<file path="src/rtl/dfq_pkg.sv">
// Package: types, register map and reset constants of the detector fault qualifier.
package dfq_pkg;

    localparam int DETECTORS_DEFAULT = 64;

    localparam int ID_W    = 8;
    localparam int READ_W  = 16;
    localparam int CNT_W   = 7;
    localparam int RUN_W   = 8;
    localparam int ALARM_W = 8;
    localparam int CFG_IDX_W  = 3;
    localparam int CFG_DATA_W = 16;
    localparam int S_TDATA_W  = 80;
    localparam int M_TDATA_W  = 16;

    localparam logic [CNT_W-1:0] TEMP_COUNT_CAP = 7'd100;
    localparam logic [RUN_W-1:0] RUN_CAP        = 8'd255;

    localparam logic [READ_W-1:0]  TEMP_DIFF_LIMIT_RST     = 16'd10;
    localparam logic [CNT_W-1:0]   TEMP_PERSIST_COUNT_RST  = 7'd2;
    localparam logic [READ_W-1:0]  TEMP_MAX_RST            = 16'd165;
    localparam logic [READ_W-1:0]  CO_MAX_RST              = 16'd2000;
    localparam logic [READ_W-1:0]  VOC_MAX_RST             = 16'd3300;
    localparam logic [RUN_W-1:0]   ALARM_CONFIRM_COUNT_RST = 8'd3;

    typedef enum logic [CFG_IDX_W-1:0] {
        REG_TEMP_DIFF_LIMIT     = 3'd0,
        REG_TEMP_PERSIST_COUNT  = 3'd1,
        REG_TEMP_MAX            = 3'd2,
        REG_CO_MAX              = 3'd3,
        REG_VOC_MAX             = 3'd4,
        REG_ALARM_CONFIRM_COUNT = 3'd5
    } dfq_reg_t;

    typedef enum logic {
        OP_CHECK = 1'b0,
        OP_QUERY = 1'b1
    } dfq_op_t;

    typedef enum logic {
        ST_IDLE   = 1'b0,
        ST_UPDATE = 1'b1
    } dfq_state_t;

    // One word of per-detector state, as stored in the RAM.
    typedef struct packed {
        logic [RUN_W-1:0] run;
        logic [CNT_W-1:0] cnt;
        logic             abnormal;
    } dfq_entry_t;

    localparam int ENTRY_W = $bits(dfq_entry_t);

endpackage

</file>
<file path="src/rtl/dfq_ram.sv">
// Generic single-port-write, single-port-read RAM with registered read data.
module dfq_ram #(
    parameter int WIDTH = 16,
    parameter int DEPTH = 64,
    localparam int AW = (DEPTH > 1) ? $clog2(DEPTH) : 1
) (
    input  logic             clk,
    input  logic             we,
    input  logic [AW-1:0]    waddr,
    input  logic [WIDTH-1:0] wdata,
    input  logic             re,
    input  logic [AW-1:0]    raddr,
    output logic [WIDTH-1:0] rdata
);

    logic [WIDTH-1:0] mem [DEPTH];
    logic [WIDTH-1:0] rdata_reg;

    always_ff @(posedge clk)
    begin
        if (we)
        begin
            mem[waddr] <= wdata;
        end
        if (re)
        begin
            rdata_reg <= mem[raddr];
        end
    end

    assign rdata = rdata_reg;

endmodule

</file>
<file path="src/rtl/detector_fault_qualifier_unit.sv">
// Top level: per-detector fault and alarm qualifier around one state RAM.
//
//  Channel  | Handshake            | Payload
//  ---------+----------------------+-----------------------------------------------
//  s_*      | s_tvalid / s_tready  | s_tdata: detector_id, temperature,
//           |                      |   temp_reference, co_level, voc_level,
//           |                      |   alarm_level; s_tuser: opcode
//  m_*      | m_tvalid / m_tready  | m_tdata: id_valid, abnormal, alarm_out
//  cfg_*    | cfg_valid/cfg_ready  | cfg_index, cfg_data (always ready)
//
// The accept cycle in ST_IDLE issues the RAM read; ST_UPDATE then reads the
// registered entry, updates it, writes it back and loads the result
// register, all of this in the same cycle.
// The result register holds a finished item while the next one is taken in;
// a stalled m_tready holds the update cycle until the register frees up.
// Reset clears a valid bit per detector, so entries read as zero until first
// written; no clearing pass is needed.
module detector_fault_qualifier_unit
    import dfq_pkg::*;
#(
    parameter int DETECTORS = DETECTORS_DEFAULT
) (
    input  logic                  clk,
    input  logic                  rst_n,
    // detector_id[7:0], temperature[23:8], temp_reference[39:24],
    // co_level[55:40], voc_level[71:56], alarm_level[79:72]
    input  logic [S_TDATA_W-1:0]  s_tdata,
    // opcode[0]
    input  logic                  s_tuser,
    input  logic                  s_tvalid,
    output logic                  s_tready,
    // id_valid[0], abnormal[1], alarm_out[9:2], zero fill[15:10]
    output logic [M_TDATA_W-1:0]  m_tdata,
    output logic                  m_tvalid,
    input  logic                  m_tready,
    input  logic [CFG_IDX_W-1:0]  cfg_index,
    input  logic [CFG_DATA_W-1:0] cfg_data,
    input  logic                  cfg_valid,
    output logic                  cfg_ready
);

    localparam int IDX_W = (DETECTORS > 1) ? $clog2(DETECTORS) : 1;
    localparam logic [ID_W-1:0] ID_MAX = ID_W'(DETECTORS);

    // ---------------------------------------------------------------
    // Configuration registers
    // ---------------------------------------------------------------
    logic [READ_W-1:0] temp_diff_limit_reg;
    logic [CNT_W-1:0]  temp_persist_count_reg;
    logic [READ_W-1:0] temp_max_reg;
    logic [READ_W-1:0] co_max_reg;
    logic [READ_W-1:0] voc_max_reg;
    logic [RUN_W-1:0]  alarm_confirm_count_reg;

    assign cfg_ready = 1'b1;

    always_ff @(posedge clk or negedge rst_n)
    begin
        if (!rst_n)
        begin
            temp_diff_limit_reg     <= TEMP_DIFF_LIMIT_RST;
            temp_persist_count_reg  <= TEMP_PERSIST_COUNT_RST;
            temp_max_reg            <= TEMP_MAX_RST;
            co_max_reg              <= CO_MAX_RST;
            voc_max_reg             <= VOC_MAX_RST;
            alarm_confirm_count_reg <= ALARM_CONFIRM_COUNT_RST;
        end
        else if (cfg_valid && cfg_ready)
        begin
            // Drop writes beyond the register list.
            unique case (dfq_reg_t'(cfg_index))
                REG_TEMP_DIFF_LIMIT:     temp_diff_limit_reg     <= cfg_data;
                REG_TEMP_PERSIST_COUNT:  temp_persist_count_reg  <= cfg_data[CNT_W-1:0];
                REG_TEMP_MAX:            temp_max_reg            <= cfg_data;
                REG_CO_MAX:              co_max_reg              <= cfg_data;
                REG_VOC_MAX:             voc_max_reg             <= cfg_data;
                REG_ALARM_CONFIRM_COUNT: alarm_confirm_count_reg <= cfg_data[RUN_W-1:0];
                default: ;
            endcase
        end
    end

    // ---------------------------------------------------------------
    // Input unpacking and id decode
    // ---------------------------------------------------------------
    logic [ID_W-1:0]  in_id;
    logic             in_id_ok;
    logic [IDX_W-1:0] in_idx;
    logic [ID_W-1:0]  in_id_m1;

    assign in_id    = s_tdata[7:0];
    assign in_id_ok = (in_id != '0) && (in_id <= ID_MAX);
    assign in_id_m1 = in_id - ID_W'(1);
    assign in_idx   = in_id_m1[IDX_W-1:0];

    // ---------------------------------------------------------------
    // Item hold registers
    // ---------------------------------------------------------------
    dfq_state_t        state_reg, state_next;
    logic              s_accept;
    logic              op_reg;
    logic              id_ok_reg;
    logic [IDX_W-1:0]  idx_reg;
    logic [READ_W-1:0] temp_reg;
    logic [READ_W-1:0] tref_reg;
    logic [READ_W-1:0] co_reg;
    logic [READ_W-1:0] voc_reg;
    logic [ALARM_W-1:0] alarm_reg;
    logic              hit_reg;
    logic [DETECTORS-1:0] valid_reg;

    assign s_accept = s_tvalid && s_tready;

    always_ff @(posedge clk)
    begin
        if (s_accept)
        begin
            op_reg    <= s_tuser;
            id_ok_reg <= in_id_ok;
            idx_reg   <= in_idx;
            temp_reg  <= s_tdata[23:8];
            tref_reg  <= s_tdata[39:24];
            co_reg    <= s_tdata[55:40];
            voc_reg   <= s_tdata[71:56];
            alarm_reg <= s_tdata[79:72];
            // Capture whether the entry has been written since reset.
            hit_reg   <= in_id_ok && valid_reg[in_idx];
        end
    end

    // ---------------------------------------------------------------
    // State RAM
    // ---------------------------------------------------------------
    logic       ram_we;
    logic [ENTRY_W-1:0] ram_rdata;
    dfq_entry_t old_entry;
    dfq_entry_t new_entry;

    dfq_ram #(
        .WIDTH (ENTRY_W),
        .DEPTH (DETECTORS)
    ) u_state_ram (
        .clk   (clk),
        .we    (ram_we),
        .waddr (idx_reg),
        .wdata (new_entry),
        .re    (s_accept && in_id_ok),
        .raddr (in_idx),
        .rdata (ram_rdata)
    );

    // Unwritten entries read as zero.
    assign old_entry = hit_reg ? dfq_entry_t'(ram_rdata) : '0;

    always_ff @(posedge clk or negedge rst_n)
    begin
        if (!rst_n)
        begin
            valid_reg <= '0;
        end
        else if (ram_we)
        begin
            valid_reg[idx_reg] <= 1'b1;
        end
    end

    // ---------------------------------------------------------------
    // Check update
    // ---------------------------------------------------------------
    logic [READ_W-1:0]  diff;
    logic [CNT_W-1:0]   cnt_new;
    logic               bad;
    logic [ALARM_W-1:0] alarm_gated;
    logic [RUN_W-1:0]   run_inc;
    logic [RUN_W-1:0]   run_new;
    logic [ALARM_W-1:0] alarm_q;

    always_comb
    begin
        diff = (temp_reg > tref_reg) ? (temp_reg - tref_reg) : (tref_reg - temp_reg);

        // Count consecutive suspicious checks, saturating at the cap.
        if (diff >= temp_diff_limit_reg)
        begin
            cnt_new = (old_entry.cnt < TEMP_COUNT_CAP) ? old_entry.cnt + CNT_W'(1)
                                                       : old_entry.cnt;
        end
        else
        begin
            cnt_new = '0;
        end

        bad = (temp_reg > temp_max_reg) || (co_reg > co_max_reg)
              || (voc_reg > voc_max_reg) || (cnt_new >= temp_persist_count_reg);

        // Mask the alarm of an abnormal detector.
        alarm_gated = bad ? '0 : alarm_reg;

        run_inc = (old_entry.run < RUN_CAP) ? old_entry.run + RUN_W'(1) : old_entry.run;
        if (alarm_gated != '0)
        begin
            if (run_inc >= alarm_confirm_count_reg)
            begin
                run_new = alarm_confirm_count_reg;
                alarm_q = alarm_gated;
            end
            else
            begin
                run_new = run_inc;
                alarm_q = '0;
            end
        end
        else
        begin
            run_new = '0;
            alarm_q = '0;
        end

        new_entry.run      = run_new;
        new_entry.cnt      = cnt_new;
        new_entry.abnormal = bad;
    end

    // ---------------------------------------------------------------
    // Control and result register
    // ---------------------------------------------------------------
    logic                 m_tvalid_reg, m_tvalid_next;
    logic [M_TDATA_W-1:0] m_tdata_reg;
    logic [M_TDATA_W-1:0] result;
    logic                 out_free;
    logic                 load_out;

    assign out_free = !m_tvalid_reg || m_tready;

    always_comb
    begin
        result = '0;
        if (id_ok_reg)
        begin
            result[0] = 1'b1;
            if (dfq_op_t'(op_reg) == OP_QUERY)
            begin
                result[1] = old_entry.abnormal;
            end
            else
            begin
                result[1]   = bad;
                result[9:2] = alarm_q;
            end
        end
    end

    always_comb
    begin
        state_next = state_reg;
        s_tready   = 1'b0;
        load_out   = 1'b0;
        ram_we     = 1'b0;
        unique case (state_reg)
            ST_IDLE:
            begin
                s_tready = 1'b1;
                if (s_tvalid)
                begin
                    state_next = ST_UPDATE;
                end
            end
            ST_UPDATE:
            begin
                // Hold the item until the result register frees up.
                if (out_free)
                begin
                    load_out   = 1'b1;
                    ram_we     = id_ok_reg && (dfq_op_t'(op_reg) == OP_CHECK);
                    state_next = ST_IDLE;
                end
            end
            default: state_next = ST_IDLE;
        endcase
    end

    always_ff @(posedge clk or negedge rst_n)
    begin
        if (!rst_n)
        begin
            state_reg <= ST_IDLE;
        end
        else
        begin
            state_reg <= state_next;
        end
    end

    always_comb
    begin
        if (load_out)
        begin
            m_tvalid_next = 1'b1;
        end
        else if (m_tready)
        begin
            m_tvalid_next = 1'b0;
        end
        else
        begin
            m_tvalid_next = m_tvalid_reg;
        end
    end

    always_ff @(posedge clk or negedge rst_n)
    begin
        if (!rst_n)
        begin
            m_tvalid_reg <= 1'b0;
        end
        else
        begin
            m_tvalid_reg <= m_tvalid_next;
        end
    end

    always_ff @(posedge clk)
    begin
        if (load_out)
        begin
            m_tdata_reg <= result;
        end
    end

    assign m_tvalid = m_tvalid_reg;
    assign m_tdata  = m_tdata_reg;

endmodule
</file>
<file path="config.mk">
export PLATFORM = sky130hd
export DESIGN_NAME = detector_fault_qualifier_unit
export DESIGN_NICKNAME = d
export VERILOG_FILES = /design/src/rtl/dfq_pkg.sv /design/src/rtl/dfq_ram.sv /design/src/rtl/detector_fault_qualifier_unit.sv
export SDC_FILE = /design/constraint.sdc
export NUM_CORES = 1
export LEC_CHECK = 0
export BUFFER_PORTS_ARGS = -buffer_cell sky130_fd_sc_hd__buf_2
export CELL_PAD_IN_SITES_DETAIL_PLACEMENT = 0
export CELL_PAD_IN_SITES_GLOBAL_PLACEMENT = 1
export CORE_MARGIN = 5
export CORE_UTILIZATION = 45
export DETAILED_ROUTE_END_ITERATION = 12
export MAX_ROUTING_LAYER = met4
export PLACE_DENSITY_LB_ADDON = 0.15
export SYNTH_ARGS = -nofsm -noshare
export SYNTH_HDL_FRONTEND = slang
export SYNTH_SLANG_ARGS = --single-unit
</file>
<file path="constraint.sdc">
create_clock -name clk -period 23.9 [get_ports clk]
set_input_delay 3.585 -clock clk [delete_from_list [all_inputs] [get_ports clk]]
set_output_delay 3.585 -clock clk [all_outputs]
set_load 0.05 [all_outputs]
</file>
Yosys cells after proc, flatten, opt, wreduce, memory -nomap -nowiden
Memory sizes are Yosys's and may differ from the RTL's. A register that Yosys moved wholly into a read port is not among the register bits. Index checks and enable logic that the tools add are counted.

Eq/ne operators: 5. Add/sub/neg operators: 5. Reduce and logical (&&, ||, !) cells: 22. Bitwise gates (word level): 6. Order comparisons: 13. Mux-type cells: 26.

Operators with widths (count): > comparator 16 bit (4); bitwise OR 64 bit (1); two-way mux 16 bit (2); two-way mux 8 bit (4); subtractor 16 bit (2); greater-or-equal comparator 16 bit (1); nonzero test 8 bit (2); two-way mux 1 bit (15); less-than comparator 6 x 7 -> 1 bit, second input constant (2); two-way mux 7 bit (2); AND reduction 2 bit (6); adder 8 x 1 -> 8 bit, second input constant (1); greater-or-equal comparator 8 bit (1); less-or-equal comparator 8 x 7 -> 1 bit, second input constant (1); less-than comparator 8 bit, second input constant (1); adder 7 x 1 -> 7 bit, second input constant (1); greater-or-equal comparator 7 bit (1); less-than comparator 7 bit, second input constant (1); binary-select mux 1 bit (select 6 bit) (1); demux 1 bit (select 6 bit) (1); == test 3 x 2 -> 1 bit, second input constant (2); == test 3 bit, second input constant (2); greater-or-equal comparator 6 x 1 -> 1 bit, second input constant (1); logical AND 1 bit (6); other kinds (9) (16).

Memory bits (writable): 1024. Flip-flop bits (word level): 236. Input bits: 105. Output and inout bits: 19. Memories kept: 1. Word-level logic and storage cells: 99.

Memory list: u_state_ram.mem (depth 64, width 16, rd ports 1, clocked after memory_dff 1, write ports 1, line dfq_ram.sv:16) `logic [WIDTH-1:0] mem [DEPTH];`.

Longest topological paths before layout
Word-level depth: 10. Mapped depth: 32. Mapped depth without buffers: 30.

By module
Synthesis repeated with hierarchy kept, for this count alone.

Cells, all modules: 2994. Area, all modules: 53132.2 um^2.

By module, submodules not included: dfq_ram (times used 1, sequential area each 31230.0 um^2, cells each 1829, area an instance 40202.3 um^2); detector_fault_qualifier_unit (times used 1, sequential area each 6387.4 um^2, cells each 1165, area an instance 12929.9 um^2).

Worst setup path before layout
OpenSTA, ideal clock, no wires.

Path type: register -> register. Start point: register temp_reg[0]. End point: memory u_state_ram.mem[0][10], data pin. Path buffers: 2. Stages on the path, launching flop included: 30. Setup slack: 11.929 ns. Required time: 23.180 ns. Library setup time: 0.720 ns. Data arrival time: 11.250 ns. Clock period less this slack: 11.971 ns. Path through: edfxtp_1 > inv_1 > ha_1 > inv_1 > fa_1 > a21o_1 > a221oi_1 > a21o_1 > a21oi_4 > buf_2 > a211oi_1 > a21oi_1 > a21oi_1 > xnor2_1 > ha_1 > nand4_1 > nor2_1 > o21ai_0 > nand2_1 > a31oi_1 > o21a_1 > nor3_1 > ha_1 > nand2_1 > o21ai_0 > a21oi_1 > nand4_1 > nand2b_1 > clkbuf_1 > a211oi_1.

Cells in the longest elaborated chain, start to end: 9. Elaborated cells on any way between the ends: 14. Those cells by class: 2 x add/sub; 4 x order compare; 4 x mux; 4 x reduce/logical.

Ends and longest elaborated chain: start: declaration (line detector_fault_qualifier_unit.sv:104) `logic [READ_W-1:0] temp_reg;`; start signal: assignment (line detector_fault_qualifier_unit.sv:121) `temp_reg <= s_tdata[23:8];`; subtractor 16 bit / > comparator 16 bit (equally long branches) (line detector_fault_qualifier_unit.sv:180) `diff = (temp_reg > tref_reg) ? (temp_reg - tref_reg) : (tref_reg - temp_reg);`; two-way mux 16 bit (*) (line detector_fault_qualifier_unit.sv:180); greater-or-equal comparator 16 bit (*) (line detector_fault_qualifier_unit.sv:183) `if (diff >= temp_diff_limit_reg)`; two-way mux 7 bit (*) (line detector_fault_qualifier_unit.sv:183); via cnt_new[4] (line detector_fault_qualifier_unit.sv:171) `logic [CNT_W-1:0] cnt_new;`; greater-or-equal comparator 7 bit (*) (line detector_fault_qualifier_unit.sv:194) `|| (voc_reg > voc_max_reg) || (cnt_new >= temp_persist_count_reg);`; logical OR 1 bit (*) (line detector_fault_qualifier_unit.sv:194); via bad (line detector_fault_qualifier_unit.sv:172) `logic bad;`; two-way mux 8 bit (*) (line detector_fault_qualifier_unit.sv:197) `alarm_gated = bad ? '0 : alarm_reg;`; nonzero test 8 bit (*) (line detector_fault_qualifier_unit.sv:200) `if (alarm_gated != '0)`; two-way mux 8 bit (*) (line detector_fault_qualifier_unit.sv:200); via run_new[2] (line detector_fault_qualifier_unit.sv:175) `logic [RUN_W-1:0] run_new;`; end: declaration (line dfq_ram.sv:16).

The timed path passes the listed nets; every way through them passes the cells marked *.

Worst setup path in the final report
Start point: register temp_reg[11]. End point: memory u_state_ram.mem[52][14], data pin.

Cells in the longest elaborated chain, start to end: 9. Elaborated cells on any way between the ends: 14. Those cells by class: 2 x add/sub; 4 x order compare; 4 x mux; 4 x reduce/logical.

Ends and longest elaborated chain (line): subtractor 16 bit / > comparator 16 bit (equally long branches) (detector_fault_qualifier_unit.sv:180); two-way mux 16 bit (detector_fault_qualifier_unit.sv:180); greater-or-equal comparator 16 bit (detector_fault_qualifier_unit.sv:183); two-way mux 7 bit (detector_fault_qualifier_unit.sv:183); greater-or-equal comparator 7 bit (detector_fault_qualifier_unit.sv:194); logical OR 1 bit (*) (detector_fault_qualifier_unit.sv:194); via bad (detector_fault_qualifier_unit.sv:172); two-way mux 8 bit (*) (detector_fault_qualifier_unit.sv:197); nonzero test 8 bit (*) (detector_fault_qualifier_unit.sv:200); two-way mux 8 bit (*) (detector_fault_qualifier_unit.sv:200); via run_new[6] (detector_fault_qualifier_unit.sv:175).

Marked as above.

==> results.py <==
metrics = {
    "sta": {
        "clock.fmax_mhz": 114,
        "min_period_ns": 8.78,
        "fin_crit_sh_pct": 36.7,
        "worstMarginPinSlew_ns": 1.10,
        "setup_viol": 0,
        "drv_slew": 0,
        "finClkSkew_ns": 0.0218,
        "setup_tns_ns": 0,
        "hold_violations": 0,
        "maxSlewHeadroom_pct": 26.6,
        "rsz0062_at_grt": "false",
    },
    "yosys": {
        "yosysTopAreaCell": "edfxtp_1",
        "syn_avg_cell_area_sq_um": 19.2,
        "syn-instance-count": 2717,
        "synthTopCellsByArea": "edfxtp_1 (65%), mux4_2 (15%), dfrtp_1 (5.9%)",
        "synth.distinct_cells": 66,
        "yosys_warnings": 0,
        "ys.flop_type": "edfxtp_1",
        "ys_ff_latch": 1276,
        "synth_common_cells": "edfxtp_1 (1131), mux4_2 (340), nand2_1 (154), inv_1 (126), dfrtp_1 (124)",
        "synth_area_sq_mm": 0.0522,
        "synthMostInstantiatedCell": "edfxtp_1",
        "synth_async_sr_flop_share_pct": 11.4,
        "synth_edf_count": 1131,
        "yosysSeqAreaShare_pct": 72.1,
        "synth_top_cell_area_share_pct": 65.1,
    },
    "cts": {
        "clkLatencyLatePin_ns": 0.74,
        "cts_setup_buffers": 0,
        "cts_root_buf": "clkbuf_16",
        "cts_resized": 0,
        "path_clk_slew_ns": 0.06,
        "cts_hold_buf": 0,
        "h-tree-depth": 4,
        "cts_buffers": 137,
        "clock-sinks": 1276,
        "clockBufferDepth": 3,
        "cts_tree": "done",
    },
    "worst_setup_path": {
        "cp-start-kind": "flop",
        "cp-end-kind": "flop",
        "crit_path_frequent_cell": "a21o_1",
        "max_stage_delay_ns": 0.76,
        "worst-path-buf-inv": 3,
        "regToRegSetupSlack_ns": 15.12,
        "cp.required_ns": 24.39,
        "reg2reg_from": "temp_reg[11]",
        "r2r_end": "u_state_ram.mem[52][14]",
        "arrival_ns": 9.27,
        "crit_path_top_delay_cell": "nor2_4",
        "crit_type": "flop to flop",
        "cp_max_fo": 67,
        "reg2regPathDepth": 29,
        "critical-path-top-delay-family": "compound AO/OA/AOI/OAI gates",
    },
    "outcome": {
        "outcome": "finished, final reports clean",
    },
    "global_routing": {
        "grt_pass1_vias": 27500,
        "grt_pass1_wl_microns": 188000,
        "grt-ovfl-total": 0,
        "grt_usage_pct": 21.7,
        "antenna_found_initial": 5,
        "grt_max_degree": 161,
    },
    "floorplan": {
        "die_h_microns": 350,
        "start_util_pct": 45.1,
        "num_io_pins": 124,
        "core_area_sq_mm": 0.116,
        "die_area_sq_mm": 0.123,
        "rows": 125,
        "die_w_microns": 350,
    },
    "placed_design": {
        "hpwl_microns": 74800,
        "port_buffers": 116,
        "gp_congestion": 0.817,
    },
    "routing": {
        "wire_per_inst_microns": 27.8,
        "vias": 26300,
        "detail_route.first_pass.iterations": 5,
        "ant_nets": 0,
        "drtIter0Drc": 2304,
        "drt_wl_total_microns": 128000,
        "via_per_inst": 5.72,
        "drc_errors": 0,
    },
    "finish": {
        "largest_register_ffs": 1024,
        "finish.utilization_pct": 51.4,
        "drive_above_1_share_pct": 29.7,
        "fin_nets": 3179,
        "synthToLayoutAreaGrowth_pct": 14.0,
    },
    "worst_hold_path": {
        "hold_start": "valid_reg[25]",
        "hp-class": "flop to flop",
        "hold_depth": 1,
        "hold_end": "valid_reg[25]",
    },
    "pwr": {
        "p_leak_nw": 20.8,
        "power_density_mw_per_mm2": 95.4,
        "ir_drop_mv": 0.0711,
    },
    "job": {
        "cap_violations": 0,
    },
}
[report_power, final]
group	switching [mW]	internal [mW]	total [mW]	leakage [nW]
Sequential	0.0446	2.71	2.75	12.1
Clock	0.857	1.16	2.02	2.09
Combinational	0.595	0.304	0.899	6.57
Total	1.50	4.17	5.67	20.8
[cell usage in the layout (no fill, tap or decap), types with 6 or more instances in the layout]
master and instances:
nand3_1 17, conb_1 7, buf_4 99, and3_1 23
ha_1 112, nor2_2 10, nor2_4 12, dfstp_2 21
xnor2_1 14, edfxtp_1 1131, clkinv_2 14, o21ai_0 72
a21oi_1 46, mux4_2 340, nand2b_1 8, diode_2 8
or2_2 69, a31oi_1 20, nand4_1 11, xor2_1 12
nor2b_1 18, inv_1 126, mux2i_1 15, clkbuf_1 32
and2_1 13, nand2_1 154, clkinv_1 32, clkbuf_8 7
nor2_1 73, and4_1 6, buf_2 114, o21a_1 8
clkbuf_16 141, a21o_1 32, dfrtp_1 124, mux2_2 31
[per-stage QoR]
step           worst slack [ns]  std cells  instance area, sq um  hold WS [ns]  power [mW]
2_1_floorplan             11.93       2722                 52200         0.434        3.37
5_1_grt                   14.48       4593                 59400         0.476        5.93
3_5_place_dp              14.69       4344                 55100         0.447        3.71
4_1_cts                   15.00       4588                 59400         0.461        5.75
3_3_place_gp              14.75       4344                 55100         0.446        3.68
6_report                  15.12       4596                 59400         0.461        5.67
[cell type report]
type | instances | area, sq um
well taps | 1524 | 1910
repair buffers | 216 | 1360
clock buffers | 180 | 3740
clock inverters | 64 | 542
diodes | 8 | 20.0
flip-flops and latches | 1276 | 37600
fillers | 9233 | 56100
multi-input cells | 1201 | 13800
inverters | 127 | 477
[worst register-to-register path, delay by kind of cell (launching register included)]
family | cells | cell delay [ns]
mux | 1 | 0.34
fa+ha+maj | 3 | 1.00
flops | 1 | 0.38
buf+inv | 3 | 0.90
xor+xnor | 1 | 0.17
compound gates | 15 | 3.65
simple gates | 6 | 2.10
[layer usage]
layer | GRT usage (%) | vias to the layer above | wire (microns)
met5 | - | - | 0
met2 | 34.1 | 777 | 62000
li1 | - | 11300 | -
met4 | 5.83 | 0 | 2980
met3 | 4.72 | 173 | 8210
met1 | 29.2 | 14100 | 54700
[worst max path at each step]
stage / from / end / slack [ns] / cells after the start
after floorplan: temp_reg[0] / u_state_ram.mem[0][10] / 11.93 / 29
after global placement: s_tdata[0] / hit_reg / 14.75 / 10
after detailed placement: s_tdata[0] / hit_reg / 14.69 / 10
after CTS: tref_reg[11] / u_state_ram.mem[58][14] / 15.00 / 28
after global routing: temp_reg[11] / u_state_ram.mem[60][14] / 14.48 / 29
final: temp_reg[11] / u_state_ram.mem[52][14] / 15.12 / 29
[kinds of logic (layout without fill, tap and decap cells)]
logic type / Yosys count / count (layout) / synth area share [%]
AO/OA/AOI/OAI: 218 / 218 / 2.66
AND/OR/NAND/NOR: 446 / 446 / 4.24
XOR/XNOR: 29 / 29 / 0.516
adder cells (fa/ha/maj): 115 / 115 / 2.79
other: 2 / 15 / 0.0144
flip-flops: 1276 / 1276 / 72.1
multiplexers: 386 / 386 / 15.6
buffers and inverters: 245 / 587 / 2.02
(Power assumes the default switching activity.)
